### config.mk
export PLATFORM = sky130hd
export DESIGN_NAME = fixed_decimal_amount_formatter_unit
export DESIGN_NICKNAME = d
export VERILOG_FILES = /design/src/sv/fdaf_pkg.sv /design/src/sv/fdaf_dabble.sv /design/src/sv/fixed_decimal_amount_formatter_unit.sv
export SDC_FILE = /design/constraint.sdc
export NUM_CORES = 1
export LEC_CHECK = 0
export BUFFER_PORTS_ARGS = -buffer_cell sky130_fd_sc_hd__buf_2
export CORE_MARGIN = 8
export CORE_UTILIZATION = 51
export CTS_CLUSTER_DIAMETER = 60
export CTS_CLUSTER_SIZE = 16
export DETAILED_ROUTE_END_ITERATION = 16
export PLACE_DENSITY = 0.83
export SETUP_SLACK_MARGIN = 0.15
export SYNTH_ARGS = -nofsm -noshare
export SYNTH_HDL_FRONTEND = slang
export SYNTH_SLANG_ARGS = --single-unit
export TNS_END_PERCENT = 20
### constraint.sdc
create_clock -name clock -period 6.5 [get_ports clock]
set_clock_uncertainty 0.2 [all_clocks]
set_input_delay 1.95 -clock clock [delete_from_list [all_inputs] [get_ports clock]]
set_output_delay 1.95 -clock clock [all_outputs]
set_load 0.02 [all_outputs]
### src/sv/fdaf_pkg.sv
// shared types and constants of the decimal amount formatter
package fdaf_pkg;

   // input amount and its decimal expansion
   localparam int AMOUNT_WIDTH = 64;
   localparam int BCD_DIGITS = 20;
   localparam int TOTAL_DIGITS = 19;
   localparam int DIGITS_WIDTH = TOTAL_DIGITS * 4;
   localparam int FRACTION_DIGITS_DEFAULT = 8;

   // text length fits 5 bits, at most 24 characters
   localparam int LEN_WIDTH = 5;
   localparam int POS_WIDTH = 5;

   // configuration port
   localparam int CSR_ADDR_WIDTH = 3;
   localparam int CSR_DATA_WIDTH = 32;
   localparam int CAP_WIDTH = 8;
   localparam logic CSR_IDX_OUT_CAPACITY = 1'b0;
   localparam logic [CAP_WIDTH-1:0] CAP_RESET = 8'd32;

   typedef enum logic [1:0] {
      STATUS_OK        = 2'd0,
      STATUS_TOO_LARGE = 2'd1,
      STATUS_NO_FIT    = 2'd2
   } fdaf_status_type;

   // converter to sequencer signals
   typedef struct packed {
      logic done;
      logic overflow;
   } fdaf_conv_status_type;

endpackage

### src/sv/fdaf_dabble.sv
// bit-serial binary to packed decimal converter (shift and add three)
module fdaf_dabble
   import fdaf_pkg::*;
(
   input  logic                      clock,
   input  logic                      reset,
   input  logic                      start,
   input  logic [AMOUNT_WIDTH-1:0]   amount,
   output fdaf_conv_status_type      conv_status,
   output logic [DIGITS_WIDTH-1:0]   digits
);

   localparam int BCD_WIDTH = BCD_DIGITS * 4;
   localparam int CNT_WIDTH = $clog2(AMOUNT_WIDTH);
   localparam logic [CNT_WIDTH-1:0] CNT_LAST = CNT_WIDTH'(AMOUNT_WIDTH - 1);

   logic [AMOUNT_WIDTH-1:0] bin_ff, bin_in;
   logic [BCD_WIDTH-1:0]    bcd_ff, bcd_in;
   logic [CNT_WIDTH-1:0]    cnt_ff, cnt_in;
   logic                    busy_ff, busy_in;
   logic                    done_ff, done_in;
   logic [BCD_WIDTH-1:0]    adjusted;

   // each digit of five or more gets three before the shift
   always_comb begin
      for (int i = 0; i < BCD_DIGITS; i++) begin
         if (bcd_ff[i*4 +: 4] >= 4'd5) begin
            adjusted[i*4 +: 4] = bcd_ff[i*4 +: 4] + 4'd3;
         end else begin
            adjusted[i*4 +: 4] = bcd_ff[i*4 +: 4];
         end
      end
   end

   always_comb begin
      bin_in  = bin_ff;
      bcd_in  = bcd_ff;
      cnt_in  = cnt_ff;
      busy_in = busy_ff;
      done_in = 1'b0;
      if (start) begin
         bin_in  = amount;
         bcd_in  = '0;
         cnt_in  = '0;
         busy_in = 1'b1;
      end else if (busy_ff) begin
         bcd_in = {adjusted[BCD_WIDTH-2:0], bin_ff[AMOUNT_WIDTH-1]};
         bin_in = {bin_ff[AMOUNT_WIDTH-2:0], 1'b0};
         cnt_in = cnt_ff + 1'b1;
         if (cnt_ff == CNT_LAST) begin
            busy_in = 1'b0;
            done_in = 1'b1;
         end
      end
   end

   always_ff @(posedge clock) begin
      if (reset) begin
         busy_ff <= 1'b0;
         done_ff <= 1'b0;
      end else begin
         busy_ff <= busy_in;
         done_ff <= done_in;
      end
      bin_ff <= bin_in;
      bcd_ff <= bcd_in;
      cnt_ff <= cnt_in;
   end

   assign conv_status.done     = done_ff;
   assign conv_status.overflow = (bcd_ff[BCD_WIDTH-1 -: 4] != 4'd0);
   assign digits               = bcd_ff[DIGITS_WIDTH-1:0];

endmodule

### src/sv/fixed_decimal_amount_formatter_unit.sv
// top level of the decimal amount formatter
// One amount of base units with FRACTION_DIGITS implied decimal places is taken per
// transaction and returned as ASCII text, one character per result transaction: a
// four-character ticker prefix, the integer part without leading zeros (a single "0"
// below one unit), then a point and the fraction with trailing zeros trimmed; the point
// goes when the fraction is zero. The final character carries last. Amounts of 10^19 or
// more give a single status result "too large", and text whose length is not below
// out_capacity - 1 gives a single status result "does not fit"; status results carry
// character 0 and last 1. After acceptance the amount passes the bit-serial decimal
// converter (one amount bit per cycle), whose overflow gives "too large"; otherwise a
// digit-serial scan finds the first integer digit and the last fraction digit, and a
// sizing step either gives "does not fit" or starts the text: the prefix characters,
// one step per integer digit position whether printed or skipped as a leading zero,
// the point and the fraction digits; an output stall holds the sequence. The input is
// stalled from acceptance until the final result has been loaded into the output
// register, so the next amount can be taken in the next cycle. out_capacity lies at
// byte address 0 of the register port.
module fixed_decimal_amount_formatter_unit
   import fdaf_pkg::*;
#(
   parameter int FRACTION_DIGITS = FRACTION_DIGITS_DEFAULT
) (
   input  logic                      clock,
   input  logic                      reset,
   // input channel
   input  logic                      req_valid,
   output logic                      req_stall,
   input  logic [AMOUNT_WIDTH-1:0]   req_amount,
   // result channel
   output logic                      rsp_valid,
   input  logic                      rsp_stall,
   output logic [7:0]                rsp_character,
   output logic                      rsp_last,
   output logic [1:0]                rsp_status,
   // register port
   input  logic                      csr_psel,
   input  logic                      csr_penable,
   input  logic                      csr_pwrite,
   input  logic [CSR_ADDR_WIDTH-1:0] csr_paddr,
   input  logic [CSR_DATA_WIDTH-1:0] csr_pwdata,
   output logic [CSR_DATA_WIDTH-1:0] csr_prdata,
   output logic                      csr_pready
);

   // digit positions count from the most significant of the nineteen digits
   localparam int INT_DIGITS = TOTAL_DIGITS - FRACTION_DIGITS;
   localparam logic [POS_WIDTH-1:0] INT_D = POS_WIDTH'(INT_DIGITS);
   localparam logic [POS_WIDTH-1:0] INT_LAST = POS_WIDTH'(INT_DIGITS - 1);
   localparam logic [POS_WIDTH-1:0] SCAN_LAST = POS_WIDTH'(TOTAL_DIGITS - 1);
   localparam logic [POS_WIDTH-1:0] PREFIX_LAST = POS_WIDTH'(3);
   localparam logic [7:0] CHAR_ZERO = 8'h30;
   localparam logic [7:0] CHAR_POINT = 8'h2e;
   // ticker prefix, four characters ending in a space
   localparam logic [7:0] PREFIX [4] = '{8'h46, 8'h43, 8'h54, 8'h20};

   typedef enum logic [2:0] {
      S_IDLE,
      S_CONV,
      S_SCAN,
      S_SIZE,
      S_FAIL,
      S_PREFIX,
      S_DIGITS
   } state_type;

   // register port
   logic [CAP_WIDTH-1:0] cap_ff;
   logic                 csr_write;

   assign csr_write  = csr_psel & csr_penable & csr_pwrite & csr_pready;
   assign csr_pready = 1'b1;
   assign csr_prdata = (csr_paddr[2] == CSR_IDX_OUT_CAPACITY) ?
                       CSR_DATA_WIDTH'(cap_ff) : '0;

   always_ff @(posedge clock) begin
      if (reset) begin
         cap_ff <= CAP_RESET;
      end else if (csr_write && csr_paddr[2] == CSR_IDX_OUT_CAPACITY) begin
         cap_ff <= csr_pwdata[CAP_WIDTH-1:0];
      end
   end

   // converter
   fdaf_conv_status_type    conv_st;
   logic [DIGITS_WIDTH-1:0] conv_digits;
   logic                    req_accept;

   assign req_accept = req_valid & ~req_stall;

   fdaf_dabble u_dabble (
      .clock       (clock),
      .reset       (reset),
      .start       (req_accept),
      .amount      (req_amount),
      .conv_status (conv_st),
      .digits      (conv_digits)
   );

   // sequencer
   state_type               state_ff, state_in;
   logic [DIGITS_WIDTH-1:0] dig_ff, dig_in;
   logic [POS_WIDTH-1:0]    pos_ff, pos_in;
   logic                    int_found_ff, int_found_in;
   logic [POS_WIDTH-1:0]    first_ff, first_in;
   logic                    frac_any_ff, frac_any_in;
   logic [POS_WIDTH-1:0]    last_frac_ff, last_frac_in;
   logic                    dot_done_ff, dot_done_in;
   fdaf_status_type         fail_code_ff, fail_code_in;
   logic                    rsp_valid_ff, rsp_valid_in;
   logic [7:0]              char_ff, char_in;
   logic                    last_ff, last_in;
   fdaf_status_type         status_ff, status_in;

   logic                    out_free;
   logic [3:0]              top_digit;
   logic [DIGITS_WIDTH-1:0] dig_rot;
   logic [LEN_WIDTH-1:0]    int_len;
   logic [LEN_WIDTH-1:0]    frac_len;
   logic [LEN_WIDTH-1:0]    text_len;
   logic [CAP_WIDTH:0]      need;

   assign out_free  = ~rsp_valid_ff | ~rsp_stall;
   assign top_digit = dig_ff[DIGITS_WIDTH-1 -: 4];
   assign dig_rot   = {dig_ff[DIGITS_WIDTH-5:0], top_digit};

   // text length from the scan results
   assign int_len  = int_found_ff ? (INT_D - first_ff) : LEN_WIDTH'(1);
   assign frac_len = frac_any_ff ? (last_frac_ff - INT_D + 1'b1) : '0;
   assign text_len = LEN_WIDTH'(4) + int_len + (frac_any_ff ? frac_len + 1'b1 : '0);
   // does not fit when len >= cap - 1, covering capacities of zero and one
   assign need     = (CAP_WIDTH+1)'(text_len) + 1'b1;

   always_comb begin
      state_in     = state_ff;
      dig_in       = dig_ff;
      pos_in       = pos_ff;
      int_found_in = int_found_ff;
      first_in     = first_ff;
      frac_any_in  = frac_any_ff;
      last_frac_in = last_frac_ff;
      dot_done_in  = dot_done_ff;
      fail_code_in = fail_code_ff;
      rsp_valid_in = rsp_valid_ff & rsp_stall;
      char_in      = char_ff;
      last_in      = last_ff;
      status_in    = status_ff;

      unique case (state_ff)
         S_IDLE: begin
            if (req_accept) begin
               state_in = S_CONV;
            end
         end

         S_CONV: begin
            if (conv_st.done) begin
               if (conv_st.overflow) begin
                  fail_code_in = STATUS_TOO_LARGE;
                  state_in     = S_FAIL;
               end else begin
                  dig_in       = conv_digits;
                  pos_in       = '0;
                  int_found_in = 1'b0;
                  first_in     = '0;
                  frac_any_in  = 1'b0;
                  last_frac_in = '0;
                  state_in     = S_SCAN;
               end
            end
         end

         // one digit a cycle; a full rotation restores the alignment
         S_SCAN: begin
            dig_in = dig_rot;
            pos_in = pos_ff + 1'b1;
            if (top_digit != 4'd0) begin
               if (pos_ff < INT_D) begin
                  if (!int_found_ff) begin
                     int_found_in = 1'b1;
                     first_in     = pos_ff;
                  end
               end else begin
                  frac_any_in  = 1'b1;
                  last_frac_in = pos_ff;
               end
            end
            if (pos_ff == SCAN_LAST) begin
               pos_in   = '0;
               state_in = S_SIZE;
            end
         end

         S_SIZE: begin
            // below one unit the last integer digit, a zero, is printed
            if (!int_found_ff) begin
               first_in = INT_LAST;
            end
            if (need >= (CAP_WIDTH+1)'(cap_ff)) begin
               fail_code_in = STATUS_NO_FIT;
               state_in     = S_FAIL;
            end else begin
               pos_in   = '0;
               state_in = S_PREFIX;
            end
         end

         S_FAIL: begin
            if (out_free) begin
               rsp_valid_in = 1'b1;
               char_in      = '0;
               last_in      = 1'b1;
               status_in    = fail_code_ff;
               state_in     = S_IDLE;
            end
         end

         S_PREFIX: begin
            if (out_free) begin
               rsp_valid_in = 1'b1;
               char_in      = PREFIX[pos_ff[1:0]];
               last_in      = 1'b0;
               status_in    = STATUS_OK;
               pos_in       = pos_ff + 1'b1;
               if (pos_ff == PREFIX_LAST) begin
                  pos_in      = '0;
                  dot_done_in = 1'b0;
                  state_in    = S_DIGITS;
               end
            end
         end

         S_DIGITS: begin
            if (out_free) begin
               if (pos_ff == INT_D && frac_any_ff && !dot_done_ff) begin
                  rsp_valid_in = 1'b1;
                  char_in      = CHAR_POINT;
                  last_in      = 1'b0;
                  status_in    = STATUS_OK;
                  dot_done_in  = 1'b1;
               end else begin
                  dig_in = dig_rot;
                  pos_in = pos_ff + 1'b1;
                  if (pos_ff < INT_D) begin
                     // leading zeros are shifted out without a result
                     if (pos_ff >= first_ff) begin
                        rsp_valid_in = 1'b1;
                        char_in      = CHAR_ZERO | {4'd0, top_digit};
                        last_in      = (pos_ff == INT_LAST) && !frac_any_ff;
                        status_in    = STATUS_OK;
                        if (pos_ff == INT_LAST && !frac_any_ff) begin
                           state_in = S_IDLE;
                        end
                     end
                  end else begin
                     rsp_valid_in = 1'b1;
                     char_in      = CHAR_ZERO | {4'd0, top_digit};
                     last_in      = (pos_ff == last_frac_ff);
                     status_in    = STATUS_OK;
                     if (pos_ff == last_frac_ff) begin
                        state_in = S_IDLE;
                     end
                  end
               end
            end
         end

         default: begin
            state_in = S_IDLE;
         end
      endcase
   end

   always_ff @(posedge clock) begin
      if (reset) begin
         state_ff     <= S_IDLE;
         rsp_valid_ff <= 1'b0;
      end else begin
         state_ff     <= state_in;
         rsp_valid_ff <= rsp_valid_in;
      end
      dig_ff       <= dig_in;
      pos_ff       <= pos_in;
      int_found_ff <= int_found_in;
      first_ff     <= first_in;
      frac_any_ff  <= frac_any_in;
      last_frac_ff <= last_frac_in;
      dot_done_ff  <= dot_done_in;
      fail_code_ff <= fail_code_in;
      char_ff      <= char_in;
      last_ff      <= last_in;
      status_ff    <= status_in;
   end

   assign req_stall     = (state_ff != S_IDLE);
   assign rsp_valid     = rsp_valid_ff;
   assign rsp_character = char_ff;
   assign rsp_last      = last_ff;
   assign rsp_status    = status_ff;

   // checks

   // status results always close the transaction
   property p_status_is_last;
      @(posedge clock) disable iff (reset)
         (rsp_valid_ff && status_ff != STATUS_OK) |-> (last_ff && char_ff == 8'd0);
   endproperty
   a_status_is_last: assert property (p_status_is_last)
      else $error("status result without last or with a character");

   // text results never carry a zero character
   property p_text_nonzero;
      @(posedge clock) disable iff (reset)
         (rsp_valid_ff && status_ff == STATUS_OK) |-> (char_ff != 8'd0);
   endproperty
   a_text_nonzero: assert property (p_text_nonzero)
      else $error("text result with zero character");

   // converter finishes only while the sequencer waits for it
   property p_conv_done_in_conv;
      @(posedge clock) disable iff (reset)
         conv_st.done |-> (state_ff == S_CONV);
   endproperty
   a_conv_done_in_conv: assert property (p_conv_done_in_conv)
      else $error("conversion finished outside the conversion state");

   // an accepted transaction starts the conversion
   property p_accept_starts_conv;
      @(posedge clock) disable iff (reset)
         req_accept |=> (state_ff == S_CONV);
   endproperty
   a_accept_starts_conv: assert property (p_accept_starts_conv)
      else $error("accepted transaction did not enter conversion");

   // a last result returns the sequencer to idle
   property p_last_goes_idle;
      @(posedge clock) disable iff (reset)
         (rsp_valid_in && !(rsp_valid_ff && rsp_stall) && last_in) |=> (state_ff == S_IDLE);
   endproperty
   a_last_goes_idle: assert property (p_last_goes_idle)
      else $error("sequencer busy after its last result");

endmodule

==> flow_metrics.env, run 1 <==
export IMPL_detail_route_wl_per_cell_um=15.27
export IMPL_wl_mm=26.50
export IMPL_post_synth_inst_count=1313
export IMPL_crit_path_frequent_cell="ha_1"
export IMPL_vias=9439
export IMPL_cts_buffers=22
export IMPL_syn_area_mm2=0.01366
export IMPL_maxCapViolations=0
export IMPL_synthTopCellsByArea="edfxtp_1, dfxtp_1, ha_1"
export IMPL_p_leak_nw=5.824
export IMPL_crit_chain="inv_1 > ha_1 > nor3b_1 > xnor2_1 > nor2_1 > ha_1 > ha_1 > a21oi_1 > a32oi_1 > a22oi_1 > xor3_1 > ha_1 > o21a_1 > o21ai_0 > nor3_1 > nor2_1"
export IMPL_post_cts_setup_buffers=0
export IMPL_min_period_over_period_pct=73.79
export IMPL_htreeDepth=1
export IMPL_synth_top_cell_by_area="edfxtp_1"
export IMPL_power_density_mw_per_mm2=460.4
export IMPL_endpoint_kind="flip-flop"
export IMPL_setup_viol=0
export IMPL_dr_pass1_iters=6
export IMPL_grt_max_degree=153
export IMPL_layout_common_cells="nand2_1, edfxtp_1, dfxtp_1, buf_2, nor2_1"
export IMPL_die_x_um=179.6
export IMPL_rsz0062_at_grt="false"
export IMPL_layout_commonest_cell="nand2_1"
export IMPL_worst_slew_pin_slew_ns=1.065
export IMPL_drc_errors=0
export IMPL_synthFlopType="edfxtp_1"
export IMPL_place_congestion=0.8360
export IMPL_antenna_found_initial=0
export IMPL_grt_usage_pct=15.81
export IMPL_postSynthAreaPerCell_um2=10.40
export IMPL_synth_ff_latch_count=270
export IMPL_fp_coreArea_mm2=0.02665
export IMPL_yosysTopAreaCellShare_pct=37.38
export IMPL_syn2layout_area_growth_pct=9.547
export IMPL_max_freq_ghz=0.2085
export IMPL_crit_type="flip-flop to flip-flop"
export IMPL_drt_iter0_markers=870
export IMPL_period_needed_ns=4.797
export IMPL_numPortBuffers=99
export IMPL_yosys_warnings=0
export IMPL_worst_setup_path_start_kind="flip-flop"
export IMPL_worstPathRequired_ns=6.44
export IMPL_drive_gt1_share_pct=15.28
export IMPL_slowest_stage="edfxtp_1"
export IMPL_die_area_mm2=0.03227
export IMPL_hold_buffers=0
export IMPL_cts_sinks=270
export IMPL_synth_edff_count=170
export IMPL_n_antenna_cell=0
export IMPL_worstPathArrival_ns=4.74
export IMPL_num_rows=60
export IMPL_cts_resized=0
export IMPL_max_stage_delay_ns=0.47
export IMPL_boundaryPins=152
export IMPL_hp_class="flip-flop to flip-flop"
export IMPL_fin_util_pct=56.14
export IMPL_grt_pass1_vias=9483
export IMPL_overflow=0
export IMPL_path_max_fanout=6
export IMPL_clockBufferDepth=3
export IMPL_initial_core_util_pct=51.24
export IMPL_viasPerCell=5.440
export IMPL_synthArstFlopShare_pct=0
export IMPL_cts_root_buf="clkbuf_16"
export IMPL_nNetsFinal=1556
export IMPL_ys_types=62
export IMPL_outcome="finished, final reports clean"
export IMPL_hold_viol_final=0
export IMPL_regToRegSetupSlack_ns=1.70
export IMPL_grt_first_pass_wirelength_mm=44.43
export IMPL_slew_limit_headroom_pct=29.03
export IMPL_place_hpwl_mm=17.65
export IMPL_synth_yosys_seq_area_share_pct=52.04
export IMPL_ir_worst_vdd_uv=358.2
export IMPL_clkTransAtPathRegs_ns=0.07
export IMPL_die_y_um=179.6
export IMPL_drtAntennaViolNets=0
export IMPL_tns_ns=0
export IMPL_drv_slew=0
export IMPL_cts_tree="done"
export IMPL_insertion_delay_ns=0.52
[state kept, by name (all words and copies together) (netlist names)]
name and count:
dig_ff 76, dot_done_ff 1, cap_ff 8, state_ff 3, u_dabble.cnt_ff 6, pos_ff 5, rsp_last 1, rsp_character 7
rsp_status 2, int_found_ff 1, frac_any_ff 1, u_dabble.bin_ff 64, last_frac_ff 5, fail_code_ff 2, u_dabble.busy_ff 1, rsp_valid 1
u_dabble.done_ff 1, first_ff 5, u_dabble.bcd_ff 80
[cell usage after synthesis (3+ instances only)]
| master | number |
|---|---|
| nor2_1 | 94 |
| inv_1 | 64 |
| or2_2 | 5 |
| and2_1 | 8 |
| o31ai_1 | 5 |
| o211ai_1 | 8 |
| nor3b_1 | 14 |
| clkbuf_1 | 32 |
| nand2b_1 | 25 |
| edfxtp_1 | 170 |
| nand4_1 | 3 |
| ha_1 | 68 |
| nor2b_1 | 7 |
| o21ai_0 | 86 |
| nand3_1 | 31 |
| buf_4 | 27 |
| buf_1 | 6 |
| xnor2_1 | 31 |
| o21a_1 | 3 |
| nor3_1 | 10 |
| a21oi_1 | 83 |
| nand2_1 | 212 |
| a21o_1 | 5 |
| mux2i_1 | 59 |
| a211o_1 | 6 |
| dfxtp_1 | 100 |
| a211oi_1 | 13 |
| nand3b_1 | 3 |
| mux2_2 | 64 |
| and3_1 | 5 |
| xor2_1 | 10 |
| nor4_1 | 3 |
| buf_2 | 18 |
[critical path: cells and delay by family (launching register included)]
kind | cells | cell delay, ns
AOI/OAI and AO/OA | 5 | 1.04
xor gates and xnor gates | 2 | 0.61
adders and majority gates | 4 | 1.27
buffers and inverters | 1 | 0.07
DFF | 1 | 0.47
and+or+nand+nor | 4 | 0.78
[area by class of cell]
class / instances / area [um^2]
Inverter: 64 / 240.2
Clock buffer: 30 / 601.8
Timing Repair Buffer: 104 / 545.5
Tap cell: 341 / 426.7
Fill cell: 2187 / 11690
Sequential cell: 270 / 7111
Multi-Input combinational cell: 919 / 5979
Clock inverter: 7 / 56.30
[final timing paths]
check,to,start,cells past startpoint
worst max-delay path,pos_ff[0]$_DFFE_PP_,last_frac_ff[1]$_SDFFCE_PN0P_,16
worst min-delay path,cap_ff[1]$_SDFFE_PP0P_,cap_ff[1]$_SDFFE_PP0P_,2
worst max register to register,pos_ff[0]$_DFFE_PP_,last_frac_ff[1]$_SDFFCE_PN0P_,16
worst min register to register,cap_ff[1]$_SDFFE_PP0P_,cap_ff[1]$_SDFFE_PP0P_,2
[cell families (layout without fill, tap and decap cells)]
kind of cell               Yosys count  after routing  synth area share [%]
and+or+nand+nor                    434            434                 14.49
DFF                                270            270                 52.04
AOI/OAI and AO/OA                  225            225                 9.601
buffers and inverters              148            205                 5.030
muxes                              123            123                 9.601
adders and majority gates           69             69                 6.377
xor gates and xnor gates            42             42                 2.803
other                                2             26               0.05499
[power breakdown]
part,internal [mW],total (mW),switching (mW)
clock network,0.655,1.25,0.598
logic,0.995,2.43,1.43
registers,2.78,3.21,0.427
[stage by stage]
stage               instances  power (mW)  area, um^2  setup slack (ns)  hold slack (ns)
CTS                      1735       6.927       14960             1.677           0.2584
global route             1735       7.353       14960             1.293           0.2839
global placement         1698       5.506       14300             1.818           0.2428
floorplan                1337       5.069       13750             1.655           0.2363
detailed placement       1698       5.658       14300             1.693           0.2490
finish                   1735       6.888       14960             1.703           0.2571
[layer usage]
layer	part of all wire (%)	global-route usage (%)	vias to the layer above
met4	2.2	4.268	0
met1	43	19.50	4465
met5	0	0	-
met3	6.5	4.173	47
li1	-	-	4671
met2	48	27.06	256
(Power assumes the default switching activity.)
==> inputs of run 2 (changes only) <==
- ABC_AREA: default -> 1
- clock period: 6.5 -> 4.12 ns (I/O delays scaled with it)
==> run 2 against run 1 <==
Against the previous run: die area down 1.3%; final cell count up 12%; fmax grew 23%; sequential power increased by 37%; setup slack worse by 1.5 ns; synthesized cell count grew 14%; worst hold slack better by 0.0086 ns; critical path depth unchanged; count of clock-buffer cells in the layout increased by 3; largest cell class unchanged.
==> flow_metrics.env, run 2 <==
export IMPL_nNetsFinal=1767
export IMPL_synthArstFlopShare_pct=0
export IMPL_postSynthAreaPerCell_um2=8.964
export IMPL_largest_reg_flops=80
export IMPL_dr_pass1_iters=5
export IMPL_viasPerCell=5.298
export IMPL_htreeDepth=1
export IMPL_cts_buffers=24
export IMPL_slew_limit_headroom_pct=45.90
export IMPL_ir_worst_vdd_uv=591.9
export IMPL_cts_root_buf="clkbuf_16"
export IMPL_hp_class="flip-flop to flip-flop"
export IMPL_synth_top_cell_by_area="edfxtp_1"
export IMPL_worstPathArrival_ns=3.91
export IMPL_final_cells=1944
export IMPL_endpoint_kind="flip-flop"
export IMPL_post_synth_inst_count=1502
export IMPL_rsz0062_at_grt="true"
export IMPL_cts_sinks=270
export IMPL_drt_iter0_markers=667
export IMPL_drtAntennaViolNets=0
export IMPL_fin_ws_ns=0.2308
export IMPL_max_stage_delay_ns=0.58
export IMPL_hold_buffers=0
export IMPL_layout_commonest_cell="nand2_1"
export IMPL_num_rows=59
export IMPL_yosysTopAreaCellShare_pct=37.91
export IMPL_outcome="finished, final reports clean"
export IMPL_grt_first_pass_wirelength_mm=47.16
export IMPL_syn2layout_area_growth_pct=12.42
export IMPL_die_y_um=178.5
export IMPL_place_congestion=0.9508
export IMPL_worst_setup_path_start_kind="flip-flop"
export IMPL_grt_max_degree=91
export IMPL_drive_gt1_share_pct=13.80
export IMPL_post_place_ws_ns=-0.06591
export IMPL_yosys_warnings=0
export IMPL_min_period_over_period_pct=94.40
export IMPL_synth_yosys_seq_area_share_pct=52.78
export IMPL_final_fill_count=2167
export IMPL_power_density_mw_per_mm2=673.6
export IMPL_n_antenna_cell=0
export IMPL_ys_top_cells_by_count="nand2_1, inv_1, edfxtp_1"
export IMPL_period_needed_ns=3.889
export IMPL_holdWs_ns=0.2657
export IMPL_path_max_fanout=5
export IMPL_reg_largest_list="u_dabble.bcd_ff x80, dig_ff x76, u_dabble.bin_ff x64"
export IMPL_insertion_delay_ns=0.55
export IMPL_maxCapViolations=0
export IMPL_syn_area_mm2=0.01346
export IMPL_drv_slew=0
export IMPL_numPortBuffers=99
export IMPL_boundaryPins=152
export IMPL_yosysMostFrequentCell="nand2_1"
export IMPL_top_register="u_dabble.bcd_ff"
export IMPL_grt_usage_pct=17.64
export IMPL_clkTransAtPathRegs_ns=0.07
export IMPL_worstPathRequired_ns=4.14
export IMPL_antenna_found_initial=0
export IMPL_place_hpwl_mm=19.32
export IMPL_die_x_um=178.5
export IMPL_synthFlopType="edfxtp_1"
export IMPL_p_leak_nw=6.487
export IMPL_overflow=0
export IMPL_synth_ff_latch_count=270
export IMPL_setup_viol=0
export IMPL_worst_slew_pin_slew_ns=0.8103
export IMPL_placed_cells=1894
export IMPL_ys_types=45
export IMPL_wl_mm=29.25
export IMPL_vias=10300
export IMPL_initial_core_util_pct=51.82
export IMPL_cts_tree="done"
export IMPL_fp_coreArea_mm2=0.02598
export IMPL_max_freq_ghz=0.2571
export IMPL_layout_common_cells="nand2_1, inv_1, edfxtp_1, o21ai_0, dfxtp_1"
export IMPL_synth_edff_count=170
export IMPL_crit_type="flip-flop to flip-flop"
export IMPL_detail_route_wl_per_cell_um=15.05
export IMPL_slowest_stage="fa_1"
export IMPL_crit_chain="buf_6 > nor2_1 > ha_1 > nand2_2 > inv_2 > ha_4 > ha_4 > fa_1 > nand3_2 > or2_4 > nor2_2 > ha_1 > a21oi_2 > nand3b_1 > a21oi_4 > nor2_4"
export IMPL_tns_ns=0
export IMPL_drc_errors=0
export IMPL_grt_pass1_vias=10130
export IMPL_synthTopCellsByArea="edfxtp_1, dfxtp_1, nand2_1"
export IMPL_die_area_mm2=0.03186
export IMPL_hold_viol_final=0
export IMPL_clockBufferDepth=3
-- run 2: worst paths after layout --
kind	depth (start not counted)	endpoint	from	slack, ns
max reg2reg	16	pos_ff[2]$_DFFE_PP_	last_frac_ff[1]$_SDFFCE_PN0P_	0.23
min	2	u_dabble.bcd_ff[0]$_SDFFE_PP0P_	u_dabble.bin_ff[63]$_DFFE_PP_	0.27
min reg2reg	2	u_dabble.bcd_ff[0]$_SDFFE_PP0P_	u_dabble.bin_ff[63]$_DFFE_PP_	0.27
max	16	pos_ff[2]$_DFFE_PP_	last_frac_ff[1]$_SDFFCE_PN0P_	0.23
-- run 2: through the flow --
stage | util, % | power [mW] | cell area (um^2)
after detailed placement | 54.52 | 7.601 | 14170
after CTS | 57.60 | 9.881 | 14970
after floorplan | - | 6.715 | 13570
after global routing | 58.25 | 10.83 | 15140
after global placement | 54.52 | 7.458 | 14170
final | 58.25 | 10.20 | 15140
-- run 2: cell families after synthesis --
logic type | count (synthesis) | synth area share, %
simple gates | 522 | 15.89
xor+xnor | 46 | 2.992
buf+inv | 278 | 8.921
flops | 270 | 52.78
compound gates | 315 | 12.89
other cells | 2 | 0.05578
fa+ha+maj | 69 | 6.468
-- run 2: where the power goes --
part | leakage [nW] | switching [mW] | internal, mW | total [mW]
Clock | 0.369 | 1.05 | 1.16 | 2.21
Sequential | 2.45 | 0.354 | 4.06 | 4.41
Combinational | 3.67 | 2.39 | 1.19 | 3.58
-- run 2: cell type report --
type | instances | area [um^2] | share of cell area (%)
Inverter | 196 | 735.7 | 4.861
Clock inverter | 10 | 93.84 | 0.6200
Tap cell | 335 | 419.2 | 2.769
Sequential cell | 270 | 7107 | 46.95
Clock buffer | 33 | 665.6 | 4.398
Timing Repair Buffer | 122 | 696.9 | 4.604
Multi-Input combinational cell | 978 | 5418 | 35.79
-- run 2: repair_timing --
action,in CTS,in global routing
setup endpoints to repair,7,8
resized for setup,3,29
pin swaps,1,17
setup buffers,3,4
-- run 2: worst max-delay path: cells and delay by family (launching register included) --
family                   cells  cell delay (ns)
buffers and inverters        2             0.20
flip-flops                   1             0.44
AO/OA/AOI/OAI                2             0.23
adder cells (fa/ha/maj)      5             1.46
AND/OR/NAND/NOR              7             1.04
-- run 2: routing by layer --
metal	routed length [um]	vias up	GRT usage (%)	part of all wire (%)
li1	-	5109	-	-
met1	12200	4765	21.92	42
met2	14210	350	30.27	49
met3	1936	76	2.815	6.6
met4	900	0	6.958	3.1
met5	0	-	0	0
